File: src/rtl/core/cpu8_ram.sv
// Generic single-port-write, single-port-read RAM with registered read data.
module cpu8_ram #(
    parameter int WIDTH = 8,
    parameter int DEPTH = 256
) (
    input  logic                     clk,
    input  logic                     wr_en,
    input  logic [$clog2(DEPTH)-1:0] wr_addr,
    input  logic [WIDTH-1:0]         wr_data,
    input  logic                     rd_en,
    input  logic [$clog2(DEPTH)-1:0] rd_addr,
    output logic [WIDTH-1:0]         rd_data
);

    logic [WIDTH-1:0] mem [DEPTH];

    always_ff @(posedge clk)
    begin
        if (wr_en)
        begin
            mem[wr_addr] <= wr_data;
        end
        if (rd_en)
        begin
            rd_data <= mem[rd_addr];
        end
    end

endmodule

File: config.mk
export PLATFORM = sky130hd
export DESIGN_NAME = cpu8_ram
export DESIGN_NICKNAME = d
export VERILOG_FILES = /design/src/rtl/core/cpu8_ram.sv
export SDC_FILE = /design/constraint.sdc
export NUM_CORES = 2
export LEC_CHECK = 0
export BUFFER_PORTS_ARGS = -buffer_cell sky130_fd_sc_hd__buf_2
export CORE_UTILIZATION = 45
export DETAILED_ROUTE_END_ITERATION = 16
export PLACE_DENSITY = 0.61
export SKIP_LAST_GASP = 1
export SYNTH_ARGS = -nofsm -noshare
export SYNTH_HDL_FRONTEND = slang
export SYNTH_SLANG_ARGS = --single-unit
File: constraint.sdc
create_clock -name clk -period 3.6 [get_ports clk]
set_clock_uncertainty 0.2 [all_clocks]
set_input_delay 0.72 -clock clk [delete_from_list [all_inputs] [get_ports clk]]
set_output_delay 0.72 -clock clk [all_outputs]
set_load 0.005 [all_outputs]
==> results by group <==
Status
  • Status: complete, no violations

Yosys
  • XOR/XNOR share of the synthesized area: 0%
  • Synth area leader: edfxtp_1
  • Synth area leaders: edfxtp_1 (78%), mux4_2 (13%), mux2i_1 (1.7%)
  • Mapped cell area: 79600 µm²
  • Synth Register Bits: 2056
  • EDFF count, synth: between 2000 and 2500
  • Top_reg_cell synth: edfxtp_1
  • Largest family of logic cells by synthesized area: multiplexers
  • Gate Count Post-Synth: ~3700
  • Synthesized-area fraction occupied by and/or/nand/nor cells: ~2.6%
  • Seq/Total Area, Yosys: between 70 and 80%
  • Share of the synthesized area in the top cell type: between 70% and 80%
  • Post-Synth Adder-Cell Area: 0%
  • Fraction of synthesized area in multiplexers: around 15%
  • Distinct cells, synth: between 50 and 60
  • Ys Warns: 0
  • Complex-gate fraction of the synthesized area: 3.42%
  • Post-Syn Nets: roughly 3800
  • Synth Area per Inst: approximately 21 µm²
  • Ys async rst share: 0%

Global route
  • Grt total ovfl: 0
  • Gr usage total: 22.6%
  • Vias in the first global route: 40800
  • Largest net degree at the start of global routing: between 90 and 100
  • First-pass GRT wire length: 292000 µm
  • Initial antenna violation count: 13

Placed design
  • Port Buf Inserts: 34
  • DPL Wire Length: between 100000 and 150000 µm
  • Gpl congestion: 0.865

Final layout
  • Layout area overhead: 17.7%
  • Layout cells sized above 1: 31.9%
  • FF/Latch Area: between 60000 and 70000 µm²
  • FILL cells: roughly 14000
  • Final nets: about 4400
  • Multi-input gate area: 16500 µm²
  • Final core utilization: approximately 53%

Floorplanning
  • Starting Density: a little under half
  • DIE WIDTH: around 420 µm
  • FP Rows: 154
  • Die height: 423 µm
  • Core area: approximately 180000 µm²
  • Die area: around 180000 µm²
  • Num ports: 35

Worst setup path
  • Slack of the worst reg-to-reg path: around 500 ps
  • Worst path bufs/invs: 6
  • Reg2reg start: mem[77][2]
  • Slowest CP cell: nor4_1
  • Worst-path cell chain: buf_8 > buf_12 > buf_12 > buf_4 > mux4_2 > a211oi_1 > buf_4 > nor2_1 > nor4_1 > buf_4 > nor4_2
  • Top delay family on crit path: buffers and inverters
  • Crit path to: rd_data[2]
  • Crit-path max cell delay: about 730 ps
  • Crit. path cell count: 11
  • Startpoint types: input port
  • Setup crit start: rd_addr[0]
  • Most used cell, CP: buf_4
  • Max Fanout on Critical Path: 16
  • R2r endpoint: rd_data[2]
  • R2r worst-path depth: 8
  • Arrival time worst endpoint: 3830 ps
  • Crit path capture type: flop
  • Req. time, crit path: around 4000 ps
  • Crit path kind: input port to flop

CTS
  • Clk buf depth: 3
  • CTS clock-pin slew for the worst setup and hold paths: around 70 ps
  • Clk Latency, worst-skew pair: between 800 and 900 ps
  • H-tree Lvls: 4
  • Sink Count: 2056
  • Cts bufs inserted: a little over 200
  • CTS tree: done
  • CTS root buf: clkbuf_16

Timing
  • Slew headroom: 39.2%
  • Final Cycle Share: between 90 and 100%
  • Setup violations, final: 0
  • Final Hold Vio Count: 0
  • FMAX: about 0.3 GHz
  • Final slew viol count: 0
  • Tmin final: around 3400 ps
  • Total Neg Setup Slack: 0 ps
  • RSZ-0062 raised after global routing: no
  • Worst Tran Pin Value: a little over 900 ps

Detailed routing
  • WL/cell: roughly 30 µm
  • Drt drc: 0
  • Drt initial violations: 4877
  • DR vias: between 40000 and 50000
  • DRT antenna net count: 0
  • Via density: approximately 6
  • Routed Wire Length: between 200000 and 250000 µm
  • Pre-antenna DRT Iters: 6

Pwr
  • Overall Power: 50700 µW
  • Pwr per Cell Area: roughly 540 nW/µm²
  • VDD IR max: roughly 0.47 mV
  • Leakage power: ~0.03 µW

Job
  • Maxcap violations: 0

Min path
  • Hold crit path type: input port to flop
[final cells by class]
cell class	instances	area share, %
Tap cell	2340	3.12
Inverter	2	0.00801
Clock inverter	149	1.67
Multi-Input combinational cell	1442	17.6
Clock buffer	239	5.65
Timing Repair Buffer	641	6.06
Sequential cell	2056	65.9
Antenna cell	7	0.0187
[cell families after synthesis]
| family | Yosys count |
|---|---|
| muxes | 591 |
| DFF | 2056 |
| and+or+nand+nor | 466 |
| buffers and inverters | 235 |
| AOI/OAI and AO/OA | 385 |
[placed cells by master, fill, tap and decap left out, types with 32 or more instances in the layout]
| cell | instances |
|---|---|
| edfxtp_1 | 2056 |
| mux4_2 | 454 |
| nor2_1 | 279 |
| a21oi_1 | 96 |
| mux2i_1 | 134 |
| nand2_1 | 33 |
| clkinv_2 | 56 |
| clkbuf_16 | 207 |
| clkbuf_1 | 32 |
| o221ai_1 | 46 |
| buf_12 | 68 |
| buf_4 | 541 |
| clkinv_1 | 34 |
| a22oi_1 | 133 |
[repair_timing]
| action | 4_1_cts | 5_1_grt |
|---|---|---|
| buffers inserted | 0 | 0 |
| hold buffers | 0 | 0 |
| gates resized for setup | 0 | 1 |
| hold endpoints to repair | 0 | 0 |
| setup endpoints to repair | 0 | 1 |
[through the flow]
step           cells  area [µm²]  hold WS [ps]  setup WS, ps
6_report        6876       93800           117           169
5_1_grt         6871       93700          84.2           147
4_1_cts         6869       93700          67.3          96.1
3_5_place_dp    6481       86900           945          -807
3_3_place_gp    6481       86900           941          -851
2_1_floorplan   3733       79600           619           604
[power breakdown]
part	switching (µW)	total, µW	internal [µW]
Sequential	26.8	26400	26400
Clock	9240	21600	12400
Combinational	1610	2660	1050
[worst min-delay path by stage]
stage / slack (ps) / depth (start not counted) / start / endpoint
detailed placement: 950 / 7 / mem[32][5] / rd_data[5]
floorplan: 620 / 0 / wr_data[0] / mem[0][0]
global route: 80 / 1 / rd_en / rd_data[5]
finish: 120 / 1 / rd_en / rd_data[5]
global placement: 940 / 7 / mem[32][5] / rd_data[5]
CTS: 70 / 1 / rd_en / rd_data[3]
[flip-flops by register name, summed over array words and instances (netlist names)]
name	flops
rd_data	8
mem	2048
[Yosys cell counts (22+ instances only)]
cell type and number:
nor2_1 282, nand3_1 34, a22oi_1 133, edfxtp_1 2056
nor2b_1 31, a21oi_1 96, buf_1 22, nor3_1 22
mux4_2 454, nand2_1 33, buf_2 31, o22ai_1 28
buf_4 27, clkbuf_1 111, mux2i_1 134, o221ai_1 46
nor4_1 24
[metal layers]
metal | global-route usage [%] | wire length [µm] | up-vias
li1 | - | - | 17000
met1 | 32.7 | 83300 | 21600
met2 | 35.3 | 95900 | 1759
met3 | 3.85 | 16000 | 336
met4 | 7.06 | 6540 | 2
met5 | 0 | 13 | -
Note: power is estimated with default switching activity, not from simulation.
